--- src/iatp_pkg.sv ---
// Shared types and constants for the IP address text parser.
`timescale 1ns / 1ps
`default_nettype none
package iatp_pkg;

  // Character codes
  localparam logic [7:0] CH_ZERO    = 8'h30;
  localparam logic [7:0] CH_NINE    = 8'h39;
  localparam logic [7:0] CH_LOWER_A = 8'h61;
  localparam logic [7:0] CH_LOWER_F = 8'h66;
  localparam logic [7:0] CH_UPPER_A = 8'h41;
  localparam logic [7:0] CH_UPPER_F = 8'h46;
  localparam logic [7:0] CH_DOT     = 8'h2e;
  localparam logic [7:0] CH_COLON   = 8'h3a;
  localparam logic [7:0] CH_SLASH   = 8'h2f;
  localparam logic [3:0] HEX_LETTER_BIAS = 4'd9;

  localparam int MIN_TEXT_LEN = 2;

  // Range and saturation limits
  localparam logic [8:0]  QUAD_MAX      = 9'd255;
  localparam logic [8:0]  QUAD_SAT      = 9'd256;
  localparam logic [1:0]  LAST_QUAD     = 2'd3;
  localparam logic [16:0] WORD_MAX      = 17'h0ffff;
  localparam logic [16:0] WORD_SAT      = 17'h10000;
  localparam logic [4:0]  V6_BYTES      = 5'd16;
  localparam logic [7:0]  PREFIX_SAT    = 8'd129;
  localparam logic [7:0]  V6_PREFIX_MAX = 8'd128;
  localparam logic [7:0]  V4_PREFIX_MAX = 8'd32;

  // One classified character
  typedef struct packed {
    logic       last;
    logic       len_ok;   // meaningful on the last character only
    logic       is_dec;
    logic       is_hex;
    logic [3:0] nib;      // digit value, decimal or hex
    logic       is_dot;
    logic       is_colon;
    logic       is_slash;
  } iatp_item_t;

  // One result transaction
  typedef struct packed {
    logic        valid_res;
    logic        is_v6;
    logic [63:0] address_high;
    logic [63:0] address_low;
    logic [7:0]  prefix_len;
  } iatp_result_t;

endpackage
`default_nettype wire

--- src/ip_address_text_parser.sv ---
// Top level of the streaming IPv4 / IPv6 address text parser.
//
// Feed the address text one character per transaction with push/full, and
// raise last on the final character; each string yields exactly one result
// transaction on the empty/pop side. A result carries valid_res, is_v6, the
// 128-bit address split into address_high and address_low (IPv4 sits in bits
// 31..0 of address_low) and prefix_len, which is the '/n' value or the family
// default of 32 or 128. An invalid string reports all result fields as zero.
// Strings shorter than two characters or longer than MAX_TEXT_LEN are
// rejected. The block takes one character every clock cycle, sustained, as
// long as results are popped; that figure is set by the per-character parser
// update in the back end, an accumulate-and-flag step. The result for a
// string passes from the character queue into the parser, then through the
// result assembly register and the result queue to the output ports. The
// character queue and the result queue are each two transactions deep, so
// either side may stall without blocking the other until its queue fills.
`timescale 1ns / 1ps
`default_nettype none
module ip_address_text_parser #(
  parameter int MAX_TEXT_LEN = 43
) (
  input  wire logic        clk,
  input  wire logic        rst,
  input  wire logic        push,
  output logic             full,
  input  wire logic [7:0]  ch,
  input  wire logic        last,
  output logic             empty,
  input  wire logic        pop,
  output logic             valid_res,
  output logic             is_v6,
  output logic [63:0]      address_high,
  output logic [63:0]      address_low,
  output logic [7:0]       prefix_len
);
  import iatp_pkg::*;

  localparam int QueueDepth = 2;
  localparam int ItemW      = $bits(iatp_item_t);
  localparam int ResultW    = $bits(iatp_result_t);

  // Front end to character queue
  logic               cq_wr;
  iatp_item_t         cq_wr_item;
  logic               cq_full;
  logic [ItemW-1:0]   cq_rd_data;
  logic               cq_empty;
  logic               cq_rd;
  iatp_item_t         cq_rd_item;

  // Back end to result queue
  logic               rq_wr;
  iatp_result_t       rq_wr_res;
  logic               rq_full;
  logic [ResultW-1:0] rq_rd_data;
  iatp_result_t       rq_rd_res;

  iatp_front #(
    .MAX_TEXT_LEN (MAX_TEXT_LEN)
  ) u_front (
    .clk    (clk),
    .rst    (rst),
    .push   (push),
    .full   (full),
    .ch     (ch),
    .last   (last),
    .q_wr   (cq_wr),
    .q_item (cq_wr_item),
    .q_full (cq_full)
  );

  iatp_queue #(
    .W     (ItemW),
    .DEPTH (QueueDepth)
  ) u_char_queue (
    .clk     (clk),
    .rst     (rst),
    .wr_en   (cq_wr),
    .wr_data (ItemW'(cq_wr_item)),
    .full    (cq_full),
    .rd_en   (cq_rd),
    .rd_data (cq_rd_data),
    .empty   (cq_empty)
  );

  assign cq_rd_item = iatp_item_t'(cq_rd_data);

  iatp_back u_back (
    .clk      (clk),
    .rst      (rst),
    .in_empty (cq_empty),
    .in_item  (cq_rd_item),
    .in_pop   (cq_rd),
    .out_full (rq_full),
    .out_wr   (rq_wr),
    .out_data (rq_wr_res)
  );

  iatp_queue #(
    .W     (ResultW),
    .DEPTH (QueueDepth)
  ) u_result_queue (
    .clk     (clk),
    .rst     (rst),
    .wr_en   (rq_wr),
    .wr_data (ResultW'(rq_wr_res)),
    .full    (rq_full),
    .rd_en   (pop),
    .rd_data (rq_rd_data),
    .empty   (empty)
  );

  assign rq_rd_res    = iatp_result_t'(rq_rd_data);
  assign valid_res    = rq_rd_res.valid_res;
  assign is_v6        = rq_rd_res.is_v6;
  assign address_high = rq_rd_res.address_high;
  assign address_low  = rq_rd_res.address_low;
  assign prefix_len   = rq_rd_res.prefix_len;

endmodule
`default_nettype wire

--- src/iatp_queue.sv ---
// Small first-word-fall-through queue built from registers.
`timescale 1ns / 1ps
`default_nettype none
module iatp_queue #(
  parameter int W     = 8,
  parameter int DEPTH = 2
) (
  input  wire logic         clk,
  input  wire logic         rst,
  input  wire logic         wr_en,
  input  wire logic [W-1:0] wr_data,
  output logic              full,
  input  wire logic         rd_en,
  output logic [W-1:0]      rd_data,
  output logic              empty
);
  localparam int AW = (DEPTH > 1) ? $clog2(DEPTH) : 1;
  localparam int CW = $clog2(DEPTH + 1);

  logic [W-1:0]  mem [DEPTH];
  logic [AW-1:0] wr_ptr;
  logic [AW-1:0] rd_ptr;
  logic [CW-1:0] count;
  logic          do_wr;
  logic          do_rd;

  assign full    = (count == CW'(DEPTH));
  assign empty   = (count == '0);
  assign do_wr   = wr_en && !full;
  assign do_rd   = rd_en && !empty;
  assign rd_data = mem[rd_ptr];

  always_ff @(posedge clk) begin
    if (rst) begin
      wr_ptr <= '0;
      rd_ptr <= '0;
      count  <= '0;
    end else begin
      if (do_wr) begin
        wr_ptr <= (wr_ptr == AW'(DEPTH - 1)) ? '0 : wr_ptr + 1'b1;
      end
      if (do_rd) begin
        rd_ptr <= (rd_ptr == AW'(DEPTH - 1)) ? '0 : rd_ptr + 1'b1;
      end
      if (do_wr && !do_rd) begin
        count <= count + 1'b1;
      end else if (do_rd && !do_wr) begin
        count <= count - 1'b1;
      end
    end
  end

  always_ff @(posedge clk) begin
    if (do_wr) begin
      mem[wr_ptr] <= wr_data;
    end
  end

endmodule
`default_nettype wire

--- src/iatp_front.sv ---
// Front end: accept characters, classify them and track the string length.
`timescale 1ns / 1ps
`default_nettype none
module iatp_front #(
  parameter int MAX_TEXT_LEN = 43
) (
  input  wire logic              clk,
  input  wire logic              rst,
  input  wire logic              push,
  output logic                   full,
  input  wire logic [7:0]        ch,
  input  wire logic              last,
  output logic                   q_wr,
  output iatp_pkg::iatp_item_t   q_item,
  input  wire logic              q_full
);
  import iatp_pkg::*;

  localparam int CW = $clog2(MAX_TEXT_LEN + 1);

  logic [CW-1:0] char_count;
  logic [CW-1:0] char_count_next;
  logic          too_long;
  logic          too_long_next;
  logic          is_dec;
  logic          is_lower;
  logic          is_upper;

  assign full = q_full;
  assign q_wr = push && !q_full;

  assign is_dec   = (ch >= CH_ZERO) && (ch <= CH_NINE);
  assign is_lower = (ch >= CH_LOWER_A) && (ch <= CH_LOWER_F);
  assign is_upper = (ch >= CH_UPPER_A) && (ch <= CH_UPPER_F);

  // Count stops at the limit; one more character marks the string too long.
  always_comb begin
    char_count_next = char_count;
    too_long_next   = too_long;
    if (char_count >= CW'(MAX_TEXT_LEN)) begin
      too_long_next = 1'b1;
    end else begin
      char_count_next = char_count + 1'b1;
    end
  end

  always_comb begin
    q_item          = '0;
    q_item.last     = last;
    q_item.len_ok   = !too_long_next && (char_count_next >= CW'(MIN_TEXT_LEN));
    q_item.is_dec   = is_dec;
    q_item.is_hex   = is_dec || is_lower || is_upper;
    q_item.nib      = is_dec ? ch[3:0] : ch[3:0] + HEX_LETTER_BIAS;
    q_item.is_dot   = (ch == CH_DOT);
    q_item.is_colon = (ch == CH_COLON);
    q_item.is_slash = (ch == CH_SLASH);
  end

  always_ff @(posedge clk) begin
    if (rst) begin
      char_count <= '0;
      too_long   <= 1'b0;
    end else if (q_wr) begin
      if (last) begin
        char_count <= '0;
        too_long   <= 1'b0;
      end else begin
        char_count <= char_count_next;
        too_long   <= too_long_next;
      end
    end
  end

endmodule
`default_nettype wire

--- src/iatp_back.sv ---
// Back end: run the IPv4, IPv6 and prefix parsers and assemble the result.
`timescale 1ns / 1ps
`default_nettype none
module iatp_back (
  input  wire logic               clk,
  input  wire logic               rst,
  input  wire logic               in_empty,
  input  wire iatp_pkg::iatp_item_t in_item,
  output logic                    in_pop,
  input  wire logic               out_full,
  output logic                    out_wr,
  output iatp_pkg::iatp_result_t  out_data
);
  import iatp_pkg::*;

  typedef struct packed {
    logic             ok;
    logic             v6;
    logic [7:0]       plen;
    logic [31:0]      v4;
    logic [7:0][15:0] head;
    logic [7:0][15:0] tail;
    logic [3:0]       tw;
  } fin_t;

  // Parser state
  logic             in_prefix, in_prefix_next;
  logic [1:0]       qidx, qidx_next;
  logic [8:0]       qval, qval_next;
  logic             qseen, qseen_next;
  logic             qfail, qfail_next;
  logic [31:0]      qaddr, qaddr_next;
  logic [7:0][15:0] head, head_next;
  logic [7:0][15:0] tail, tail_next;
  logic [4:0]       hbt, hbt_next;
  logic [4:0]       tbt, tbt_next;
  logic             gap, gap_next;
  logic [16:0]      hval, hval_next;
  logic             hseen, hseen_next;
  logic             cpend, cpend_next;
  logic             hfail, hfail_next;
  logic [7:0]       pval, pval_next;
  logic             pseen, pseen_next;
  logic             pfail, pfail_next;

  // Word store port
  logic             wr_en;
  logic             wr_tail;
  logic [2:0]       wr_idx;
  logic [15:0]      wr_val;

  logic [11:0]      q_acc;
  logic [10:0]      p_acc;
  logic [20:0]      h_acc;

  fin_t             fin;
  fin_t             fin_next;
  logic             fin_valid;
  logic             fin_ready;
  logic             do_feed;
  logic             do_finish;

  assign fin_ready = !fin_valid || !out_full;
  assign in_pop    = !in_empty && (!in_item.last || fin_ready);
  assign out_wr    = fin_valid && !out_full;
  assign do_feed   = !in_prefix && !in_item.is_slash;
  assign do_finish = !in_prefix && (in_item.is_slash || in_item.last);

  assign q_acc = ({3'b0, qval} << 3) + ({3'b0, qval} << 1) + {8'b0, in_item.nib};
  assign p_acc = ({3'b0, pval} << 3) + ({3'b0, pval} << 1) + {7'b0, in_item.nib};
  assign h_acc = {hval, in_item.nib};

  // Per-character update, then the end-of-part checks on the updated state.
  always_comb begin
    in_prefix_next = in_prefix;
    qidx_next      = qidx;
    qval_next      = qval;
    qseen_next     = qseen;
    qfail_next     = qfail;
    qaddr_next     = qaddr;
    hbt_next       = hbt;
    tbt_next       = tbt;
    gap_next       = gap;
    hval_next      = hval;
    hseen_next     = hseen;
    cpend_next     = cpend;
    hfail_next     = hfail;
    pval_next      = pval;
    pseen_next     = pseen;
    pfail_next     = pfail;
    wr_en          = 1'b0;
    wr_tail        = 1'b0;
    wr_idx         = '0;
    wr_val         = '0;

    if (in_prefix) begin
      if (!pfail) begin
        if (in_item.is_dec) begin
          pval_next  = (p_acc > 11'(PREFIX_SAT)) ? PREFIX_SAT : p_acc[7:0];
          pseen_next = 1'b1;
        end else begin
          pfail_next = 1'b1;
        end
      end
    end else if (in_item.is_slash) begin
      in_prefix_next = 1'b1;
    end

    if (do_feed) begin
      // Dotted quad
      if (!qfail) begin
        if (in_item.is_dec) begin
          qval_next  = (q_acc > 12'(QUAD_SAT)) ? QUAD_SAT : q_acc[8:0];
          qseen_next = 1'b1;
        end else if (in_item.is_dot) begin
          if (!qseen || qidx == LAST_QUAD || qval > QUAD_MAX) begin
            qfail_next = 1'b1;
          end else begin
            qaddr_next = {qaddr[23:0], qval[7:0]};
            qidx_next  = qidx + 1'b1;
            qval_next  = '0;
            qseen_next = 1'b0;
          end
        end else begin
          qfail_next = 1'b1;
        end
      end

      // Hex words
      if (!hfail) begin
        if (cpend && in_item.is_colon) begin
          cpend_next = 1'b0;
          if (gap) begin
            hfail_next = 1'b1;
          end else begin
            gap_next   = 1'b1;
            hseen_next = 1'b0;
          end
        end else if (cpend && !hseen) begin
          cpend_next = 1'b0;
          hfail_next = 1'b1;
        end else if (hseen && !cpend) begin
          if (in_item.is_hex) begin
            hval_next = (h_acc > 21'(WORD_SAT)) ? WORD_SAT : h_acc[16:0];
          end else if (in_item.is_colon) begin
            if (hval > WORD_MAX || hbt >= V6_BYTES) begin
              hfail_next = 1'b1;
            end else begin
              wr_en      = 1'b1;
              wr_tail    = gap;
              wr_idx     = gap ? tbt[3:1] : hbt[3:1];
              wr_val     = hval[15:0];
              tbt_next   = gap ? tbt + 5'd2 : tbt;
              hbt_next   = hbt + 5'd2;
              hval_next  = '0;
              cpend_next = 1'b1;
            end
          end else begin
            hfail_next = 1'b1;
          end
        end else begin
          // No word open: either nothing before, or a single colon just closed one.
          cpend_next = 1'b0;
          hseen_next = 1'b0;
          if (in_item.is_hex) begin
            hval_next  = {13'b0, in_item.nib};
            hseen_next = 1'b1;
          end else if (in_item.is_colon && !gap) begin
            cpend_next = 1'b1;
          end else begin
            hfail_next = 1'b1;
          end
        end
      end
    end

    if (do_finish) begin
      if (!qfail_next) begin
        if (qidx_next != LAST_QUAD || !qseen_next || qval_next > QUAD_MAX) begin
          qfail_next = 1'b1;
        end else begin
          qaddr_next = {qaddr_next[23:0], qval_next[7:0]};
        end
      end
      if (!hfail_next) begin
        if (cpend_next) begin
          if (!hseen_next) begin
            hfail_next = 1'b1;
          end
        end else if (hseen_next) begin
          if (hval_next > WORD_MAX || hbt_next >= V6_BYTES) begin
            hfail_next = 1'b1;
          end else begin
            wr_en     = 1'b1;
            wr_tail   = gap_next;
            wr_idx    = gap_next ? tbt_next[3:1] : hbt_next[3:1];
            wr_val    = hval_next[15:0];
            tbt_next  = gap_next ? tbt_next + 5'd2 : tbt_next;
            hbt_next  = hbt_next + 5'd2;
            hval_next = '0;
          end
        end
      end
    end
  end

  always_comb begin
    head_next = head;
    tail_next = tail;
    if (wr_en && !wr_tail) begin
      head_next[wr_idx] = wr_val;
    end
    if (wr_en && wr_tail) begin
      tail_next[wr_idx] = wr_val;
    end
  end

  // Verdict for the string, taken on its last character
  always_comb begin
    fin_next      = '0;
    fin_next.ok   = in_item.len_ok;
    fin_next.v4   = qaddr_next;
    fin_next.head = head_next;
    fin_next.tail = tail_next;
    fin_next.tw   = tbt_next[4:1];
    if (in_prefix_next && (pfail_next || !pseen_next || pval_next > V6_PREFIX_MAX)) begin
      fin_next.ok = 1'b0;
    end
    if (fin_next.ok) begin
      if (!qfail_next) begin
        fin_next.plen = in_prefix_next ? pval_next : V4_PREFIX_MAX;
        if (fin_next.plen > V4_PREFIX_MAX) begin
          fin_next.ok = 1'b0;
        end
      end else if (!hfail_next) begin
        fin_next.v6   = 1'b1;
        fin_next.plen = in_prefix_next ? pval_next : V6_PREFIX_MAX;
      end else begin
        fin_next.ok = 1'b0;
      end
    end
  end

  always_ff @(posedge clk) begin
    if (rst) begin
      in_prefix <= 1'b0;
      qidx      <= '0;
      qval      <= '0;
      qseen     <= 1'b0;
      qfail     <= 1'b0;
      qaddr     <= '0;
      head      <= '0;
      tail      <= '0;
      hbt       <= '0;
      tbt       <= '0;
      gap       <= 1'b0;
      hval      <= '0;
      hseen     <= 1'b0;
      cpend     <= 1'b0;
      hfail     <= 1'b0;
      pval      <= '0;
      pseen     <= 1'b0;
      pfail     <= 1'b0;
      fin_valid <= 1'b0;
    end else begin
      if (in_pop && in_item.last) begin
        // Hand the verdict on and clear for the next string.
        fin_valid <= 1'b1;
        in_prefix <= 1'b0;
        qidx      <= '0;
        qval      <= '0;
        qseen     <= 1'b0;
        qfail     <= 1'b0;
        qaddr     <= '0;
        head      <= '0;
        tail      <= '0;
        hbt       <= '0;
        tbt       <= '0;
        gap       <= 1'b0;
        hval      <= '0;
        hseen     <= 1'b0;
        cpend     <= 1'b0;
        hfail     <= 1'b0;
        pval      <= '0;
        pseen     <= 1'b0;
        pfail     <= 1'b0;
      end else begin
        if (out_wr) begin
          fin_valid <= 1'b0;
        end
        if (in_pop) begin
          in_prefix <= in_prefix_next;
          qidx      <= qidx_next;
          qval      <= qval_next;
          qseen     <= qseen_next;
          qfail     <= qfail_next;
          qaddr     <= qaddr_next;
          head      <= head_next;
          tail      <= tail_next;
          hbt       <= hbt_next;
          tbt       <= tbt_next;
          gap       <= gap_next;
          hval      <= hval_next;
          hseen     <= hseen_next;
          cpend     <= cpend_next;
          hfail     <= hfail_next;
          pval      <= pval_next;
          pseen     <= pseen_next;
          pfail     <= pfail_next;
        end
      end
    end
  end

  always_ff @(posedge clk) begin
    if (in_pop && in_item.last) begin
      fin <= fin_next;
    end
  end

  // Place the words after the gap at the end of the address.
  always_comb begin
    logic [127:0] addr;
    logic [15:0]  word;
    logic [3:0]   sel;
    addr     = '0;
    out_data = '0;
    for (int j = 0; j < 8; j++) begin
      sel  = 4'(j) + fin.tw - 4'd8;
      word = fin.head[j];
      if ((5'(j) + {1'b0, fin.tw}) >= 5'd8) begin
        word = fin.tail[sel[2:0]];
      end
      addr[127 - 16 * j -: 16] = word;
    end
    if (fin.ok) begin
      out_data.valid_res  = 1'b1;
      out_data.is_v6      = fin.v6;
      out_data.prefix_len = fin.plen;
      if (fin.v6) begin
        out_data.address_high = addr[127:64];
        out_data.address_low  = addr[63:0];
      end else begin
        out_data.address_low  = {32'b0, fin.v4};
      end
    end
  end

endmodule
`default_nettype wire

--- config.mk ---
export PLATFORM = sky130hd
export DESIGN_NAME = ip_address_text_parser
export DESIGN_NICKNAME = d
export VERILOG_FILES = /design/src/iatp_pkg.sv /design/src/ip_address_text_parser.sv /design/src/iatp_queue.sv /design/src/iatp_front.sv /design/src/iatp_back.sv
export SDC_FILE = /design/constraint.sdc
export NUM_CORES = 2
export LEC_CHECK = 0
export BUFFER_PORTS_ARGS = -buffer_cell sky130_fd_sc_hd__buf_4
export CELL_PAD_IN_SITES_DETAIL_PLACEMENT = 1
export CELL_PAD_IN_SITES_GLOBAL_PLACEMENT = 2
export CORE_ASPECT_RATIO = 0.8
export CORE_MARGIN = 3
export CORE_UTILIZATION = 40
export DETAILED_ROUTE_END_ITERATION = 16
export GPL_ROUTABILITY_DRIVEN = 0
export PLACE_DENSITY_LB_ADDON = 0.2
export SETUP_SLACK_MARGIN = 0.05
export SYNTH_ARGS = -nofsm -noshare
export SYNTH_HDL_FRONTEND = slang
export SYNTH_HIERARCHICAL = 1
export SYNTH_SLANG_ARGS = --single-unit
--- constraint.sdc ---
create_clock -name clk -period 12.7 [get_ports clk]
set_input_delay 1.27 -clock clk [delete_from_list [all_inputs] [get_ports clk]]
set_output_delay 1.27 -clock clk [all_outputs]
set_load 0.005 [all_outputs]
Word level (Yosys, flattened, before mapping):

Memories as Yosys holds them, arrays and structs flattened. A register that Yosys moved wholly into a read port is not among the register bits.
Index checks and enable logic that the tools add are counted.

* register bits: 661
* RAM bits: 298
* input port bits: 13
* memories: 2

* add/subtract/negate cells: 41
* $lt $le $gt $ge: 37
* eq/ne operators: 7
* mux-type cells: 242
* reductions and logical operators: 66

Memory list
* u_result_queue.mem: words 2, bits a word 138, rd ports 1, clocked after memory_dff 1, write ports 1, RTL line iatp_queue.sv:20 `logic [W-1:0] mem [DEPTH];`
* u_char_queue.mem: words 2, bits a word 11, rd ports 1, clocked after memory_dff 1, write ports 1, RTL line iatp_queue.sv:20

Operators with widths (count)
* $mux 16: 30
* $bmux 16 s3: 8
* $bwmux 128: 2
* $mux 128: 2
* $mux 32: 8
* $mux 17: 15
* $mux 5: 28
* $mux 138: 1
* $mux 64: 2
* $mux 1: 104
* $mux 9: 7
* $mux 8: 7
* $demux 16 s3: 1
* $mux 3: 15
* $lt 3x4->1 const B: 9
* $ge 5x4->1 const B: 7
* $gt 17x16->1 const B: 2
* $logic_and 1x1->1: 26
* $eq 8x6->1 const B: 3
* $sub 3x1->3 const B: 8
* $gt 21x17->1 const B: 1
* $add 3x4->5 const A: 4
* $add 5x2->5 const B: 4
* $logic_not 1->1: 20
* other kinds (38): 79

Depth between registers and ports, before layout:

* depth in word-level cells: 23
* mapped depth: 15
* depth with buffers taken out: 12

Modules after synthesis:

Netlist, hierarchy kept.

Modules (own cells, without submodules)
* iatp_back: instances 1, cells each 3411, area an instance 33702.3 µm², seq. area each 15915.3 µm²
* iatp_queue at u_result_queue: instances 1, cells each 454, area an instance 10174.8 µm², seq. area each 8388.0 µm²
* iatp_queue at u_char_queue: instances 1, cells each 59, area an instance 1007.2 µm², seq. area each 760.7 µm²
* iatp_front: instances 1, cells each 89, area an instance 694.4 µm², seq. area each 140.1 µm²

Least setup slack after synthesis:

OpenSTA, ideal clock, no wires.

* path type: register to register
* start point: register with a tool-made name
* end point: register u_back/head[116] (netlist bit)
* library setup time: 139 ps
* data arrival time: 9645 ps
* required time: 12561 ps
* setup slack: 2917 ps
* cell stages (with the launch flop): 11
* path buffers: 4
* period minus slack after synthesis: 9783 ps
* cell sequence: dfxtp_1 > buf_2 > mux2_2 > a31o_2 > inv_1 > and2_1 > or2_2 > clkbuf_1 > clkbuf_1 > clkbuf_1 > a211oi_1

RTL lines
* end signal: assignment: RTL line iatp_back.sv:298 `head <= head_next;`
* end: declaration: RTL line iatp_back.sv:33 `logic [7:0][15:0] head, head_next;`

==> impl_results.md <==
* Outcome: finished clean
* Post-route ant nets at 0
* DR vias at 33510
* Clock skew at 49.39 ps
* Post-CTS sizing at 0
* Initial Util at 40.44%
* Total gr overflow at 0
* Core area at 112700 µm²
* Unrepaired setup endpoints after global routing: false
* Pin count of the biggest net entering global routing at 81
* FF+latch area at about 25000 µm²
* Cell Chain, Critical Path: mux2_2 > nor4b_2 > a21boi_2 > o211ai_1 > or4_1 > o31a_1 > o21ai_4 > buf_4 > buf_4 > and2_1 > a21oi_1
* DIE WIDTH at 383.4 µm
* Setup violators final at 0
* CP arrival at 6660 ps
* HP Start: u_back/qaddr[30]
* Worst Tran Pin Value at 1384 ps
* Multi-input logic area at 18890 µm²
* CP bufs+invs at 2
* Synth Flop Type: edfxtp_1
* Post-Syn Area at 45580 µm²
* Fin crit share at 49.04%
* Synth Area in Simple Gates at 8.990%
* Adder-cell share of the synthesized area at 1.631%
* Die height at about 310 µm
* Final instance area at 51380 µm²
* Crit-path most repeated cell: buf_4
* CTS tree: built
* Leakage at 17.24 nW
* FMAX at 160.6 MHz
* Critical R2R Capture: u_back/fin[116]
* Synth area leaders: edfxtp_1 (40%), dfxtp_1 (16%), mux4_2 (6.3%)
* DP Area at 47960 µm²
* Worst path slowest cell: and2_1
* Via density at 5.992
* Number of cells produced by synthesis at between 4000 and 5000
* Post-synth EDFFs at 600
* Vias in the first global route at 32210
* Post-synth top cells: edfxtp_1 (600), a21oi_1 (481), dfxtp_1 (359), nor2_1 (340), nand2_1 (316)
* Port Buffers at 152
* Clk pin slew, worst setup/hold paths at around 60 ps
* Final slew viol count at 0
* Distinct cell type count after synthesis at 94
* Hold Path Class: reg2reg
* Finished Core Util at between 40% and 50%
* R2r setup slk at 6470 ps
* Most frequent cell after synthesis: edfxtp_1
* Seq/Total Area, Yosys at 55.30%
* DRC viols at 0
* R2R cell count at 11
* Hold_buf cts at 0
* Post-synth top area share at 39.53%
* CP Max Fanout at 59
* Area share of xor/xnor cells in the synthesized design at 0.6149%
* Wirelength per Cell at 27.75 µm
* Crit path launch type: register
* Cell taking the most area after synthesis: edfxtp_1
* HPWL after detailed placement at 102.8 mm
* 1st-pass router iterations at 6
* Clk sinks at 959
* Clk_lat worst skew at 750 ps
* Clk root buf: clkbuf_16
* Largest family of logic cells by synthesized area: compound AO/OA/AOI/OAI gates
* CP delay by family, top: simple AND/OR/NAND/NOR gates
* Setup TNS at 0 ps
* Layout fillers at 11820
* Total Power at 0.01156 W
* Rows at 110
* Hold Path Stages at 2
* Clk buf depth at 3
* H-tree depth at 3
* Worst setup EP type: register
* FFs w/ async S/R, synth at 0%
* Post-synthesis compound-gate area fraction at 16.78%
* Placed cells at between 5000 and 6000
* Mean Syn Cell Area at approximately 11 µm²
* P&R area growth vs syn at 12.72%
* Max Cap Viol at 0
* First-pass GRT wire length at between 200 and 250 mm
* Num CTS Buffers at about 100
* Peak supply drop at between 0.0001 and 0.00015 V
* Synthesized net count at roughly 4000
* Nets at between 4000 and 5000
* Flops & latches, synth at ~960
* Critical Path RT at between 10000 and 15000 ps
* Mux contribution to synthesized area at between 10% and 20%
* # IOs at 153
* Worst rel slew slack at under 10%
* # Post-CTS Setup Buffers at 0
* Pwr Density at around 230 nW/µm²
* Total GRT Usage at 26.01%
* Initial DRC count at 3889
* Hold path endpoint: u_back/qaddr[30]
* Total routed wirelength at between 150 and 200 mm
* Die area at approximately 120000 µm²
* Post-layout minimum cycle time at slightly above 6000 ps
* Fin cells at approximately 5600
* Initial antenna violation count at 8
* Critical path class: reg2reg
* Yosys warns at 6
* Critical Path Max Stage Delay at 990 ps
* Layout cell share with drive strength beyond 1 at 19.39%
* Final hold vios at 0
==> final cells by class <==
| class | count | share of cell area (%) |
|---|---|---|
| Sequential cell | 959 | 49.06 |
| Multi-Input combinational cell | 2645 | 36.76 |
| Clock buffer | 150 | 5.630 |
| Tap cell | 1512 | 3.682 |
| Timing Repair Buffer | 240 | 3.507 |
| Clock inverter | 42 | 1.018 |
| Inverter | 44 | 0.3312 |
| Antenna cell | 1 | 0.004871 |
==> sequential cells by signal (all words and copies together) (netlist names), 8 cells and up, named ones only <==
| name | cells |
|---|---|
| u_result_queue/mem | 276 |
| u_back/hval | 17 |
| u_back/qaddr | 32 |
| u_back/qval | 9 |
| u_back/tail | 128 |
| u_back/pval | 8 |
| u_char_queue/mem | 22 |
| u_back/fin | 302 |
| u_back/head | 128 |
==> per-stage QoR <==
stage	setup WS, ps	hold slack (ps)
floorplan	2917	438.1
global placement	6676	448.3
detailed placement	6555	458.3
CTS	6551	469.5
global route	6133	487.8
finish	6472	470.5
==> cells in the final DEF, fill, tap and decap left out, types with 102 or more instances in the layout <==
cell type / n
clkbuf_16: 102
edfxtp_1: 600
a211oi_1: 210
buf_4: 240
o21ai_0: 277
mux2_2: 175
dfxtp_1: 358
a21oi_1: 475
mux4_2: 128
nor2_1: 336
nand2_1: 315
==> report_power, final <==
part / total, W / internal (W) / leakage, nW / switching (W)
sequential: 0.00433 / 0.00400 / 8.54 / 0.000329
clock: 0.00306 / 0.00175 / 1.66 / 0.00131
combinational: 0.00417 / 0.00137 / 7.04 / 0.00280
==> kinds of logic (layout without fill, tap and decap cells) <==
kind of cell	after synthesis	in the layout
multiplexers	405	405
AND/OR/NAND/NOR	909	909
adder cells (fa/ha/maj)	57	57
other	0	1
flip-flops	959	959
buffers and inverters	409	476
XOR/XNOR	32	32
AO/OA/AOI/OAI	1242	1242
==> metal layers <==
layer	vias to the layer above	track usage, %	wire length [µm]
met5	-	0	0
met4	0	6.649	3802
met3	169	5.612	12770
met2	1250	36.82	65540
met1	17050	40.09	73100
li1	15050	-	-
==> how the worst max path moves through the flow <==
stage                                   to  cells past startpoint
final                      u_back/fin[116]                     11
after global routing       u_back/fin[116]                     11
after CTS                  u_back/fin[116]                     11
after detailed placement   u_back/fin[116]                     11
after global placement     u_back/fin[129]                     11
after floorplan           u_back/head[116]                     10
==> worst register-to-register path, delay by kind of cell (launching register included) <==
family,cells,cell delay [ps]
muxes,1,460
and+or+nand+nor,3,2200
DFF,1,620
buffers and inverters,2,1030
AOI/OAI and AO/OA,5,1640
No activity file was read; power rests on OpenSTA's default activity.
